### config.mk
export PLATFORM = sky130hd
export DESIGN_NAME = fifo_line_buffer_unit
export DESIGN_NICKNAME = d
export VERILOG_FILES = /design/src/rtl/flb_pkg.sv /design/src/rtl/flb_ctrl.sv /design/src/rtl/flb_dpath.sv /design/src/rtl/fifo_line_buffer_unit.sv
export SDC_FILE = /design/constraint.sdc
export NUM_CORES = 2
export LEC_CHECK = 0
export BUFFER_PORTS_ARGS = -buffer_cell sky130_fd_sc_hd__buf_2
export CELL_PAD_IN_SITES_DETAIL_PLACEMENT = 0
export CELL_PAD_IN_SITES_GLOBAL_PLACEMENT = 1
export CORE_UTILIZATION = 40
export CTS_CLUSTER_DIAMETER = 50
export DETAILED_ROUTE_END_ITERATION = 10
export GPL_ROUTABILITY_DRIVEN = 0
export PLACE_DENSITY = 0.69
export SLEW_MARGIN = 0
export SYNTH_ARGS = -nofsm -noshare
export SYNTH_HDL_FRONTEND = slang
export SYNTH_SLANG_ARGS = --single-unit
### constraint.sdc
create_clock -name clk -period 8.8 [get_ports clk]
set_input_delay 0.44 -clock clk [delete_from_list [all_inputs] [get_ports clk]]
set_output_delay 0.44 -clock clk [all_outputs]
set_load 0.01 [all_outputs]
### src/rtl/flb_pkg.sv
// Shared types and constants for the FIFO line buffer.
// Holds the fixed field widths, item layout, result kinds and the
// command and status structs between the controller and the datapath.
package flb_pkg;

	localparam int ADDR_BITS  = 48;
	localparam int LINE_BYTES = 64;
	localparam int WORD_BYTES = 8;
	localparam int DATA_BITS  = 64;
	localparam int WORDS      = LINE_BYTES / WORD_BYTES;
	localparam int WIDX_BITS  = 3;
	localparam int BOFF_BITS  = $clog2(WORD_BYTES);
	localparam int OFF_BITS   = $clog2(LINE_BYTES);
	localparam int TAG_BITS   = ADDR_BITS - OFF_BITS;
	localparam int NBYTE_BITS = 4;
	localparam int CNT_BITS   = 32;
	localparam int KIND_BITS  = 2;

	// Input item layout in tdata, lowest field first.
	localparam int IN_ADDR_LSB  = 0;
	localparam int IN_BYTES_LSB = IN_ADDR_LSB + ADDR_BITS;
	localparam int IN_WORD_LSB  = IN_BYTES_LSB + NBYTE_BITS;
	localparam int IN_IDX_LSB   = IN_WORD_LSB + DATA_BITS;
	localparam int IN_USED_BITS = IN_IDX_LSB + WIDX_BITS;
	localparam int IN_TDATA_BITS = ((IN_USED_BITS + 7) / 8) * 8;

	// Result item layout in tdata, lowest field first.
	localparam int OUT_TDATA_BITS = DATA_BITS + ADDR_BITS + 2 * CNT_BITS;

	typedef logic [KIND_BITS-1:0] kind_t;
	localparam kind_t KIND_DATA = 2'd0;
	localparam kind_t KIND_FILL = 2'd1;
	localparam kind_t KIND_BUSY = 2'd2;

	localparam logic MODE_REQ  = 1'b0;
	localparam logic MODE_FILL = 1'b1;

	typedef struct packed {
		logic  load_in;
		logic  write_word;
		logic  insert_line;
		logic  cnt_hit;
		logic  cnt_miss;
		logic  set_pending;
		logic  gather_hit;
		logic  gather_fill;
		logic  rd_en;
		logic  load_out;
		kind_t kind;
	} cmd_t;

	typedef struct packed {
		logic mode;
		logic hit;
		logic last;
	} sts_t;

endpackage

### src/rtl/flb_ctrl.sv
// Controller state machine of the FIFO line buffer.
// Sequences lookup, line memory read and result hand-off; tracks the
// outstanding miss. Depends on flb_pkg.
module flb_ctrl (
	input  logic          clk,
	input  logic          arst_n,
	input  logic          s_valid,
	output logic          s_ready,
	output logic          m_valid,
	input  logic          m_ready,
	input  flb_pkg::sts_t sts,
	output flb_pkg::cmd_t cmd
);
	import flb_pkg::*;

	typedef enum logic [1:0] {ST_IDLE, ST_LOOK, ST_READ, ST_SEND} state_t;

	state_t state_q, state_d;
	logic   waiting_q, waiting_d;
	kind_t  kind_q, kind_d;
	logic   out_valid_q, out_valid_d;
	logic   out_free;

	assign s_ready  = (state_q == ST_IDLE);
	assign m_valid  = out_valid_q;
	assign out_free = !out_valid_q || m_ready;

	always_comb begin
		cmd         = '0;
		cmd.kind    = kind_q;
		state_d     = state_q;
		waiting_d   = waiting_q;
		kind_d      = kind_q;
		out_valid_d = out_valid_q && !m_ready;
		case (state_q)
			ST_IDLE: begin
				if (s_valid) begin
					cmd.load_in = 1'b1;
					state_d     = ST_LOOK;
				end
			end
			ST_LOOK: begin
				if (sts.mode == MODE_REQ) begin
					if (waiting_q) begin
						kind_d  = KIND_BUSY;
						state_d = ST_SEND;
					end else if (sts.hit) begin
						cmd.cnt_hit    = 1'b1;
						cmd.gather_hit = 1'b1;
						kind_d         = KIND_DATA;
						state_d        = ST_READ;
					end else begin
						cmd.cnt_miss    = 1'b1;
						cmd.set_pending = 1'b1;
						waiting_d       = 1'b1;
						kind_d          = KIND_FILL;
						state_d         = ST_SEND;
					end
				end else if (!waiting_q) begin
					state_d = ST_IDLE;
				end else begin
					cmd.write_word = 1'b1;
					if (sts.last) begin
						cmd.insert_line = 1'b1;
						cmd.gather_fill = 1'b1;
						waiting_d       = 1'b0;
						kind_d          = KIND_DATA;
						state_d         = ST_READ;
					end else begin
						state_d = ST_IDLE;
					end
				end
			end
			ST_READ: begin
				cmd.rd_en = 1'b1;
				state_d   = ST_SEND;
			end
			ST_SEND: begin
				if (out_free) begin
					cmd.load_out = 1'b1;
					out_valid_d  = 1'b1;
					state_d      = ST_IDLE;
				end
			end
			default: begin
				state_d = ST_IDLE;
			end
		endcase
	end

	always_ff @(posedge clk or negedge arst_n) begin
		if (!arst_n) begin
			state_q     <= ST_IDLE;
			waiting_q   <= 1'b0;
			kind_q      <= KIND_DATA;
			out_valid_q <= 1'b0;
		end else begin
			state_q     <= state_d;
			waiting_q   <= waiting_d;
			kind_q      <= kind_d;
			out_valid_q <= out_valid_d;
		end
	end

	// A held result is never overwritten before it is taken.
	a_no_overwrite: assert property (@(posedge clk) disable iff (!arst_n)
		cmd.load_out |-> (!out_valid_q || m_ready))
		else $error("result register overwritten while stalled");

	// A line is only inserted while a miss is outstanding.
	a_insert_pending: assert property (@(posedge clk) disable iff (!arst_n)
		cmd.insert_line |-> waiting_q)
		else $error("line inserted without an outstanding miss");

	// A miss always leaves the block waiting for its fill.
	a_miss_waits: assert property (@(posedge clk) disable iff (!arst_n)
		cmd.cnt_miss |=> waiting_q)
		else $error("miss did not start a fill wait");

endmodule

### src/rtl/flb_dpath.sv
// Datapath of the FIFO line buffer: item register, tag array, line word
// memory, counters, byte gather and result register.
// Driven by flb_ctrl commands; depends on flb_pkg.
module flb_dpath #(
	parameter int ENTRIES = 4
) (
	input  logic                                clk,
	input  logic                                arst_n,
	input  logic [flb_pkg::IN_TDATA_BITS-1:0]   s_tdata,
	input  logic                                s_tuser,
	input  logic                                s_tlast,
	input  flb_pkg::cmd_t                       cmd,
	output flb_pkg::sts_t                       sts,
	output logic [flb_pkg::OUT_TDATA_BITS-1:0]  m_tdata,
	output logic [flb_pkg::KIND_BITS-1:0]       m_tuser
);
	import flb_pkg::*;

	localparam int SLOT_W = (ENTRIES > 1) ? $clog2(ENTRIES) : 1;
	localparam int DEPTH  = ENTRIES * WORDS;
	localparam int MEM_AW = $clog2(DEPTH);

	// Accepted item.
	logic                  in_mode_q;
	logic [ADDR_BITS-1:0]  in_addr_q;
	logic [NBYTE_BITS-1:0] in_bytes_q;
	logic [DATA_BITS-1:0]  in_word_q;
	logic [WIDX_BITS-1:0]  in_idx_q;
	logic                  in_last_q;

	logic [TAG_BITS-1:0]   tags_q [ENTRIES];
	logic [ENTRIES-1:0]    valid_q;
	logic [SLOT_W-1:0]     ins_slot_q;
	logic [ADDR_BITS-1:0]  pend_addr_q;
	logic [NBYTE_BITS-1:0] pend_bytes_q;
	logic [CNT_BITS-1:0]   hits_q, misses_q;

	logic [DATA_BITS-1:0]  mem [DEPTH];
	logic [DATA_BITS-1:0]  rd0_q, rd1_q;

	logic [SLOT_W-1:0]     g_slot_q;
	logic [OFF_BITS-1:0]   g_off_q;
	logic [NBYTE_BITS-1:0] g_bytes_q;

	kind_t                 out_kind_q;
	logic [DATA_BITS-1:0]  out_data_q;
	logic [ADDR_BITS-1:0]  out_laddr_q;
	logic [CNT_BITS-1:0]   out_hits_q, out_misses_q;

	logic [ENTRIES-1:0]    hit_vec;
	logic [SLOT_W-1:0]     hit_slot;
	logic [TAG_BITS-1:0]   in_tag;
	logic [WIDX_BITS-1:0]  g_word;
	logic [WIDX_BITS-1:0]  g_word_nx;
	logic [DATA_BITS-1:0]  hi_word;
	logic [2*DATA_BITS-1:0] pair;
	logic [DATA_BITS-1:0]  shifted;
	logic [NBYTE_BITS-1:0] nbytes;
	logic [DATA_BITS-1:0]  gathered;

	assign in_tag = in_addr_q[ADDR_BITS-1:OFF_BITS];

	always_comb begin
		hit_slot = '0;
		for (int s = 0; s < ENTRIES; s++) begin
			hit_vec[s] = valid_q[s] && (tags_q[s] == in_tag);
			if (hit_vec[s]) begin
				hit_slot = hit_slot | SLOT_W'(s);
			end
		end
	end

	assign sts.mode = in_mode_q;
	assign sts.hit  = |hit_vec;
	assign sts.last = in_last_q;

	always_ff @(posedge clk) begin
		if (cmd.load_in) begin
			in_mode_q  <= s_tuser;
			in_addr_q  <= s_tdata[IN_ADDR_LSB +: ADDR_BITS];
			in_bytes_q <= s_tdata[IN_BYTES_LSB +: NBYTE_BITS];
			in_word_q  <= s_tdata[IN_WORD_LSB +: DATA_BITS];
			in_idx_q   <= s_tdata[IN_IDX_LSB +: WIDX_BITS];
			in_last_q  <= s_tlast;
		end
		if (cmd.insert_line) begin
			tags_q[ins_slot_q] <= pend_addr_q[ADDR_BITS-1:OFF_BITS];
		end
		if (cmd.gather_hit) begin
			g_slot_q  <= hit_slot;
			g_off_q   <= in_addr_q[OFF_BITS-1:0];
			g_bytes_q <= in_bytes_q;
		end else if (cmd.gather_fill) begin
			g_slot_q  <= ins_slot_q;
			g_off_q   <= pend_addr_q[OFF_BITS-1:0];
			g_bytes_q <= pend_bytes_q;
		end
	end

	always_ff @(posedge clk or negedge arst_n) begin
		if (!arst_n) begin
			valid_q      <= '0;
			ins_slot_q   <= '0;
			pend_addr_q  <= '0;
			pend_bytes_q <= '0;
			hits_q       <= '0;
			misses_q     <= '0;
		end else begin
			if (cmd.insert_line) begin
				valid_q[ins_slot_q] <= 1'b1;
				ins_slot_q <= (ins_slot_q == SLOT_W'(ENTRIES - 1)) ? '0
					: ins_slot_q + 1'b1;
			end
			if (cmd.set_pending) begin
				pend_addr_q  <= in_addr_q;
				pend_bytes_q <= in_bytes_q;
			end
			if (cmd.cnt_hit && (hits_q != '1)) begin
				hits_q <= hits_q + 1'b1;
			end
			if (cmd.cnt_miss && (misses_q != '1)) begin
				misses_q <= misses_q + 1'b1;
			end
		end
	end

	// Line word memory: one write port, two registered read ports. The
	// second port fetches the following word for items that straddle words.
	assign g_word    = g_off_q[OFF_BITS-1:BOFF_BITS];
	assign g_word_nx = g_word + 1'b1;

	always_ff @(posedge clk) begin
		if (cmd.write_word && (32'(in_idx_q) < WORDS)) begin
			mem[MEM_AW'({ins_slot_q, in_idx_q})] <= in_word_q;
		end
		if (cmd.rd_en) begin
			rd0_q <= mem[MEM_AW'({g_slot_q, g_word})];
			rd1_q <= mem[MEM_AW'({g_slot_q, g_word_nx})];
		end
	end

	// Bytes beyond the line end read as zero.
	assign hi_word = (32'(g_word) == WORDS - 1) ? '0 : rd1_q;
	assign pair    = {hi_word, rd0_q};
	assign shifted = DATA_BITS'(pair >> {g_off_q[BOFF_BITS-1:0], 3'b000});
	assign nbytes  = (g_bytes_q > NBYTE_BITS'(WORD_BYTES)) ? NBYTE_BITS'(WORD_BYTES)
		: g_bytes_q;

	always_comb begin
		for (int i = 0; i < WORD_BYTES; i++) begin
			gathered[i*8 +: 8] = (NBYTE_BITS'(i) < nbytes) ? shifted[i*8 +: 8] : 8'h00;
		end
	end

	always_ff @(posedge clk) begin
		if (cmd.load_out) begin
			out_kind_q   <= cmd.kind;
			out_data_q   <= (cmd.kind == KIND_DATA) ? gathered : '0;
			out_laddr_q  <= (cmd.kind == KIND_FILL) ? {in_tag, {OFF_BITS{1'b0}}} : '0;
			out_hits_q   <= hits_q;
			out_misses_q <= misses_q;
		end
	end

	assign m_tdata = {out_misses_q, out_hits_q, out_laddr_q, out_data_q};
	assign m_tuser = out_kind_q;

	// A line never sits in two entries, so at most one entry matches.
	a_single_hit: assert property (@(posedge clk) disable iff (!arst_n)
		$onehot0(hit_vec))
		else $error("line present in more than one entry");

endmodule

### src/rtl/fifo_line_buffer_unit.sv
// Top level of the FIFO line buffer: a fully associative buffer of whole
// lines with FIFO replacement and one outstanding miss.
// Instantiates flb_ctrl and flb_dpath; depends on flb_pkg.
//
//  channel  dir  tdata fields (low to high)                      tuser   tlast
//  s_axis   in   req_addr, req_bytes, fill_word, fill_index     mode    fill_last
//  m_axis   out  read_data, fill_line_addr, hit_total, miss_total kind   -
//
// One item at a time: an accepted item goes to the lookup state; a hit or a
// last fill beat then reads the line word memory in the read state, and every
// result passes the send state, which waits while an untaken result is held.
// A fill beat that is not last or that arrives with no miss open returns to
// idle from the lookup state. Results sit in an output register, so a stalled
// m_axis side does not hold up the next item until a second result is ready.
// Reset clears the valid bits, counters, FIFO pointer and miss state at once.
module fifo_line_buffer_unit #(
	parameter int ENTRIES = 4
) (
	input  logic                                clk,
	input  logic                                arst_n,
	input  logic                                s_axis_tvalid,
	output logic                                s_axis_tready,
	// req_addr[47:0], req_bytes[51:48], fill_word[115:52], fill_index[118:116]
	input  logic [flb_pkg::IN_TDATA_BITS-1:0]   s_axis_tdata,
	// mode
	input  logic                                s_axis_tuser,
	input  logic                                s_axis_tlast,
	output logic                                m_axis_tvalid,
	input  logic                                m_axis_tready,
	// read_data[63:0], fill_line_addr[111:64], hit_total[143:112],
	// miss_total[175:144]
	output logic [flb_pkg::OUT_TDATA_BITS-1:0]  m_axis_tdata,
	// kind
	output logic [flb_pkg::KIND_BITS-1:0]       m_axis_tuser
);
	import flb_pkg::*;

	cmd_t cmd;
	sts_t sts;

	flb_ctrl u_ctrl (
		.clk     (clk),
		.arst_n  (arst_n),
		.s_valid (s_axis_tvalid),
		.s_ready (s_axis_tready),
		.m_valid (m_axis_tvalid),
		.m_ready (m_axis_tready),
		.sts     (sts),
		.cmd     (cmd)
	);

	flb_dpath #(
		.ENTRIES (ENTRIES)
	) u_dpath (
		.clk     (clk),
		.arst_n  (arst_n),
		.s_tdata (s_axis_tdata),
		.s_tuser (s_axis_tuser),
		.s_tlast (s_axis_tlast),
		.cmd     (cmd),
		.sts     (sts),
		.m_tdata (m_axis_tdata),
		.m_tuser (m_axis_tuser)
	);

endmodule
[Word-level counts from Yosys, hierarchy flattened]
Memories as Yosys holds them, arrays and structs flattened. A register that Yosys moved wholly into a read port is not among the register bits.
Cells that the tools add are included.
Word-level totals
  flip-flop bits (word level): 439
  input port bits: 126
  bits in read-only memories: 0
  logic and storage cells: 145
  RAM bits: 2216
  latch bits: 0
  memories: 2
Memory list
  u_dpath.mem: words 32, bits a word 64, read ports 2, clocked after memory_dff 2, wr ports 1, line flb_dpath.sv:38  | logic [DATA_BITS-1:0] mem [DEPTH];
  u_dpath.tags_q: words 4, bits a word 42, read ports 4, clocked after memory_dff 0, wr ports 1, line flb_dpath.sv:31  | logic [TAG_BITS-1:0] tags_q [ENTRIES];
Cells by class
  magnitude comparators: 11
  equality and inequality tests: 16
  reductions and logical operators: 25
  $mul: 0
  muxes and demuxes: 53
  add/subtract/negate cells: 4
  div/mod/pow operators: 0
  bitwise logic cells: 1
  shifts and indexed selects: 1
Operators by type and width (count)
  $eq A42 B42 Y1: 4
  $shr A128 B6 Y64: 1
  $add A32 B1 Y32 const B: 2
  $mux W64: 1
  $ne A32 B32 Y1 const B: 2
  $mux W2: 18
  $mux W1: 24
  $mux W4: 5
  $reduce_and A2 Y1: 9
  $lt A3 B4 Y1 const A: 4
  $mux W6: 2
  $logic_and A1 B1 Y1: 8
  $lt A1 B4 Y1 const A: 2
  $lt A2 B4 Y1 const A: 2
  $pmux W2 S4: 1
  $mux W7: 1
  $eq A2 B2 Y1 const B: 3
  $ne A2 B2 Y1 const B: 3
  $eq A2 B1 Y1 const B: 2
  $gt A4 B4 Y1 const B: 1
  $logic_not A2 Y1: 2
  $or A4 B4 Y4: 1
  $reduce_or A4 Y1: 1
  $add A3 B1 Y3 const B: 1
  other kinds (10): 11

[Logic depth before layout (Yosys ltp)]
An unclocked memory read counts as a cell.
  depth after elaboration: 10
  gate-level depth with buffers: 11

[Modules after synthesis]
A second synthesis with hierarchy kept.
Second synthesis, totals
  cells, all modules: 5553
  area total of the unflattened synthesis: 120799.6 µm²
Modules (own cells, without submodules)
  flb_dpath: area an instance 120426.7 µm², cells an instance 5510, instances 1, sequential area each 82359.0 µm²
  flb_ctrl: area an instance 372.9 µm², cells an instance 43, instances 1, sequential area each 150.1 µm²

[Worst setup path after synthesis]
OpenSTA, ideal clock, no wires.
  kind: register -> register
  start point: register with a tool-made name
  end point: register u_dpath.out_kind_q[0] (netlist: u_dpath.m_tuser[0]) (enable)
  period minus slack after synthesis: 8.494 ns
  path slack: 0.306 ns
  setup time: 0.707 ns
  cell stages (with the launch flop): 4
  data required time: 8.093 ns
  data arrival time: 7.787 ns
  path through: dfrtp_1 clkbuf_1 nand2_1 nor2_1
RTL lines
  end signal, assigned: line flb_dpath.sv:157  | out_kind_q <= cmd.kind;
  end, declared: line flb_dpath.sv:45  | kind_t out_kind_q;

[Worst setup path after layout]
  start point: register u_dpath.g_off_q[3]
  end point: register u_dpath.rd1_q[53], read port of u_dpath.mem (data pin)
Between the ends
  longest elaborated chain between the ends: 1
RTL lines
  start, declared: line flb_dpath.sv:42  | logic [OFF_BITS-1:0] g_off_q;
  start signal, assigned: line flb_dpath.sv:91  | g_off_q <= in_addr_q[OFF_BITS-1:0];
  start signal, assigned: line flb_dpath.sv:95  | g_off_q <= pend_addr_q[OFF_BITS-1:0];
  $add A3 B1 Y3: line flb_dpath.sv:130  | assign g_word_nx = g_word + 1'b1;
  end, declared: line flb_dpath.sv:39  | logic [DATA_BITS-1:0] rd0_q, rd1_q;
Every way passes these cells.
A chain may end at the register's enable or synchronous reset.

==> summary.md <==
## Status
* run status: complete, no violations

## STA
* worst rel slew slack: 0.0717
* total setup violations reported at the end of the flow: 0
* slew of the pin with the lowest slew margin: 1.39 ns
* worst clock skew: 0.110 ns
* crit share post-route: 0.561
* number of max-slew violations in the final report: 0
* setup TNS: 0 ns
* least setup slack across all paths after layout: 3.87 ns
* setup repair after global routing missed its margin: false
* post-layout min period: 4.93 ns
* count of endpoints failing hold in the final timing report: 0
* maximum clock frequency: 203 MHz

## Setup path
* CP arrival: 5.60 ns
* Top cell by count, worst path: sky130_fd_sc_hd__buf_4
* timing endpoint of the critical path: u_dpath.rd1_q[53]
* reg2reg path depth: 6
* number of cells on the critical path: 6
* cell at the slowest stage of the critical path: sky130_fd_sc_hd__buf_4
* endpoint of the lowest-slack register-to-register path: u_dpath.rd1_q[53]
* delay of the slowest cell on the worst path: 0.85 ns
* sequence of cells on the critical path: buf_4 -> buf_4 -> buf_4 -> mux4_2 -> mux4_2 -> mux2_2
* CP startpoint kind: register
* Critical Path Source: u_dpath.g_off_q[3]
* R2R setup slack: 3.87 ns
* launch point of the worst reg-to-reg path: u_dpath.g_off_q[3]
* worst-path fanout max: 58
* cell family with most CP delay: buffers and inverters
* category of the most critical setup path: register to register
* worst endpoint required time: 9.46 ns
* number of buffers and inverters on the critical path: 3
* capturing element type of the critical path: register

## Clock tree
* maximum buffer depth of the clock tree: 4
* clk sink count: 2,769
* Worst-Skew Late Latency: 0.98 ns
* number of clock buffers inserted by TritonCTS: 346
* hold bufs inserted after CTS: 125
* number of resized instances in the post-cts repair step: 0
* clock transition at the registers of the reported paths: 0.06 ns
* buffer type at the clock tree root: sky130_fd_sc_hd__clkbuf_16
* clock tree from TritonCTS: done
* level count of the clock H-tree: 5
* buffers inserted during post-CTS setup optimization: 0

## Finish
* area growth from synthesis to final layout: 15.9%
* final standard cell count with taps included and fillers excluded: 10,400
* final std cell area, no fill: 140,000 um^2
* share of cells above drive strength 1: 0.382
* Final nets: 6,300

## Worst hold path
* path category of the worst min-delay check: input pin to asynchronous set/reset pin

## Power and ir drop
* switching power: 10.3 mW
* fraction of power consumed by the clock network: 0.386
* Comb pwr share: 0.153
* portion of total power attributed to sequential cells: 0.461
* IR Drop Worst-Case VDD: 0.282 mV
* design internal power: 26.9 mW
* LEAKAGE: 44.8 nW
* total power density per cell area: 265 nW/um^2
* Total Power: 37.2 mW
* net switching fraction of the power: 0.276

## Flow run
* maximum capacitance violations: 0

## Drt
* post-detailed-route count of antenna-violating nets: 0
* drt via density: 6.09
* wire length per cell after detailed routing: 33.2 um
* post-route DRC violation count: 0
* detailed-route wire length: 346,000 um
* Starting DRT DRC Count: 8,018
* Vias: 63,500
* number of detailed-route iterations in the first pass: 6

## Global route
* number of global-route vias before repair: 64,400
* initial antenna violation count: 24
* grt total ovfl: 0
* combined global-route utilization of all metal layers: 0.225
* maximum number of pins on one net before global-route repair: 134
* global-route wire length before repair: 489,000 um

## Logic synthesis
* cell accounting for the most synthesized area: sky130_fd_sc_hd__edfxtp_1
* sequential-to-total area share from yosys stat: 0.680
* register bit total from synthesis: 2,769
* number of synthesis warnings: 0
* fraction of post-synthesis cell area in the top cell type by area: 0.654
* share of synthesized registers carrying an async set or reset: 0.0462
* Mapped Avg Cell Area: 21.4 um^2
* number of enable flip-flop cells after synthesis: 2,641
* number of standard cells after synthesis: 5,663
* Mapped Area: 121,000 um^2
* Main synth FF type: sky130_fd_sc_hd__edfxtp_1
* biggest area contributors in the synthesized netlist: sky130_fd_sc_hd__edfxtp_1 65%, sky130_fd_sc_hd__mux4_2 23%, sky130_fd_sc_hd__dfrtp_1 2.6%
* number of distinct standard cells referenced by the synthesized netlist: 55

## Floorplan
* die boundary width: 553 um
* total die area: 305,000 um^2
* floorplan die height: 553 um
* initial cell density of the core: 0.403
* Rows: 201
* area of the placeable core: 301,000 um^2
* number of ports placed on the die boundary: 306

## Placement
* post-place instance area: 127,000 um^2
* # port buffers: 298
* Cell Count Post-Placement: 9,651
* worst slack at placement: 3.85 ns
* half-perimeter wire length of the detailed placement result: 200,000 um

==> kinds of logic after synthesis <==
logic type / Yosys count / synth area share
AOI/OAI and AO/OA: 132 / 0.00649
xor gates and xnor gates: 223 / 0.0161
adders and majority gates: 8 / 0.000825
buffers and inverters: 424 / 0.0152
DFF: 2769 / 0.680
muxes: 1504 / 0.255
other: 1 / 0.0000309
and+or+nand+nor: 602 / 0.0260
==> layer usage <==
| metal | track usage | up-vias | part of all wire |
|---|---|---|---|
| li1 | - | 25300 | - |
| met3 | 0.0370 | 543 | 0.077 |
| met1 | 0.306 | 34600 | 0.40 |
| met5 | 0 | - | 0.000081 |
| met2 | 0.364 | 3082 | 0.49 |
| met4 | 0.0839 | 4 | 0.038 |
==> registers in the layout (all words and copies together), names as in the netlist, 42 cells and up, named ones only <==
| name | cells |
|---|---|
| u_dpath.in_addr_q | 48 |
| u_dpath.rd0_q | 64 |
| u_dpath.mem | 2048 |
| u_dpath.in_word_q | 64 |
| u_dpath.out_laddr_q | 42 |
| u_dpath.tags_q | 168 |
| u_dpath.rd1_q | 56 |
| u_dpath.pend_addr_q | 48 |
| u_dpath.out_data_q | 64 |
==> metrics by stage <==
step,hold slack (ns),util
2_1_floorplan,0.144,-
3_3_place_gp,0.467,0.424
3_5_place_dp,0.480,0.424
4_1_cts,0.0948,0.467
5_1_grt,0.147,0.467
6_report,0.144,0.467
==> synth_stat cells, types with 54 or more instances <==
cell	count
sky130_fd_sc_hd__edfxtp_1	2641
sky130_fd_sc_hd__mux4_2	1240
sky130_fd_sc_hd__xnor2_1	209
sky130_fd_sc_hd__clkbuf_1	196
sky130_fd_sc_hd__mux2_2	152
sky130_fd_sc_hd__nor2_1	145
sky130_fd_sc_hd__dfrtp_1	128
sky130_fd_sc_hd__buf_2	125
sky130_fd_sc_hd__nand4_1	97
sky130_fd_sc_hd__nand2_1	85
sky130_fd_sc_hd__mux2i_1	79
sky130_fd_sc_hd__buf_1	63
sky130_fd_sc_hd__and2_1	56
sky130_fd_sc_hd__o21ai_0	54
==> cell usage in the layout, fill, tap and decap left out, drive strengths merged, types with 15 or more instances in the layout <==
master       Yosys  layout
mux4          1240    1240
clkinv           0     119
dlygate4sd3      0     125
nand4           97      97
or3             17      17
bufinv           0      30
nor4            15      15
mux2i           79      79
a211oi          16      16
nand3           43      43
clkinvlp         0      26
and2            57      57
buf            205     426
edfxtp        2641    2641
clkbuf         196     413
dfrtp          128     128
mux2           185     185
nand2           86      86
and3            28      28
inv             23      76
nor3            45      45
nand2b          24      24
nor2           145     145
xnor2          209     209
diode            0      22
o21ai           56      56
a21oi           37      37
==> worst min path at each step <==
stage,slack [ns],to
after floorplan,0.14,asynchronous set/reset pin
final,0.14,u_dpath.pend_addr_q[43]
after global routing,0.15,u_dpath.in_word_q[48]
after detailed placement,0.48,u_dpath.hits_q[22]
after global placement,0.47,u_dpath.hits_q[24]
after CTS,0.09,u_dpath.in_word_q[46]
==> power by group through the flow <==
stage	registers [mW]	clock network, mW	logic (mW)
2_1_floorplan	17.0	0	3.60
3_3_place_gp	17.3	0	5.68
3_5_place_dp	17.4	0	5.69
4_1_cts	17.1	14.6	5.77
5_1_grt	17.2	15.1	6.01
6_report	17.2	14.4	5.70
==> layout make-up <==
type | instances | area, um^2
fill | 24700 | 160000
sequential | 2769 | 82500
multi-input combinational | 2475 | 37200
clock buffer | 413 | 9070
tap | 3958 | 4950
timing repair buffer | 551 | 3880
clock inverter | 228 | 2700
inverter | 23 | 86.3
antenna | 22 | 55.1
No activity file was read; power rests on OpenSTA's default activity.
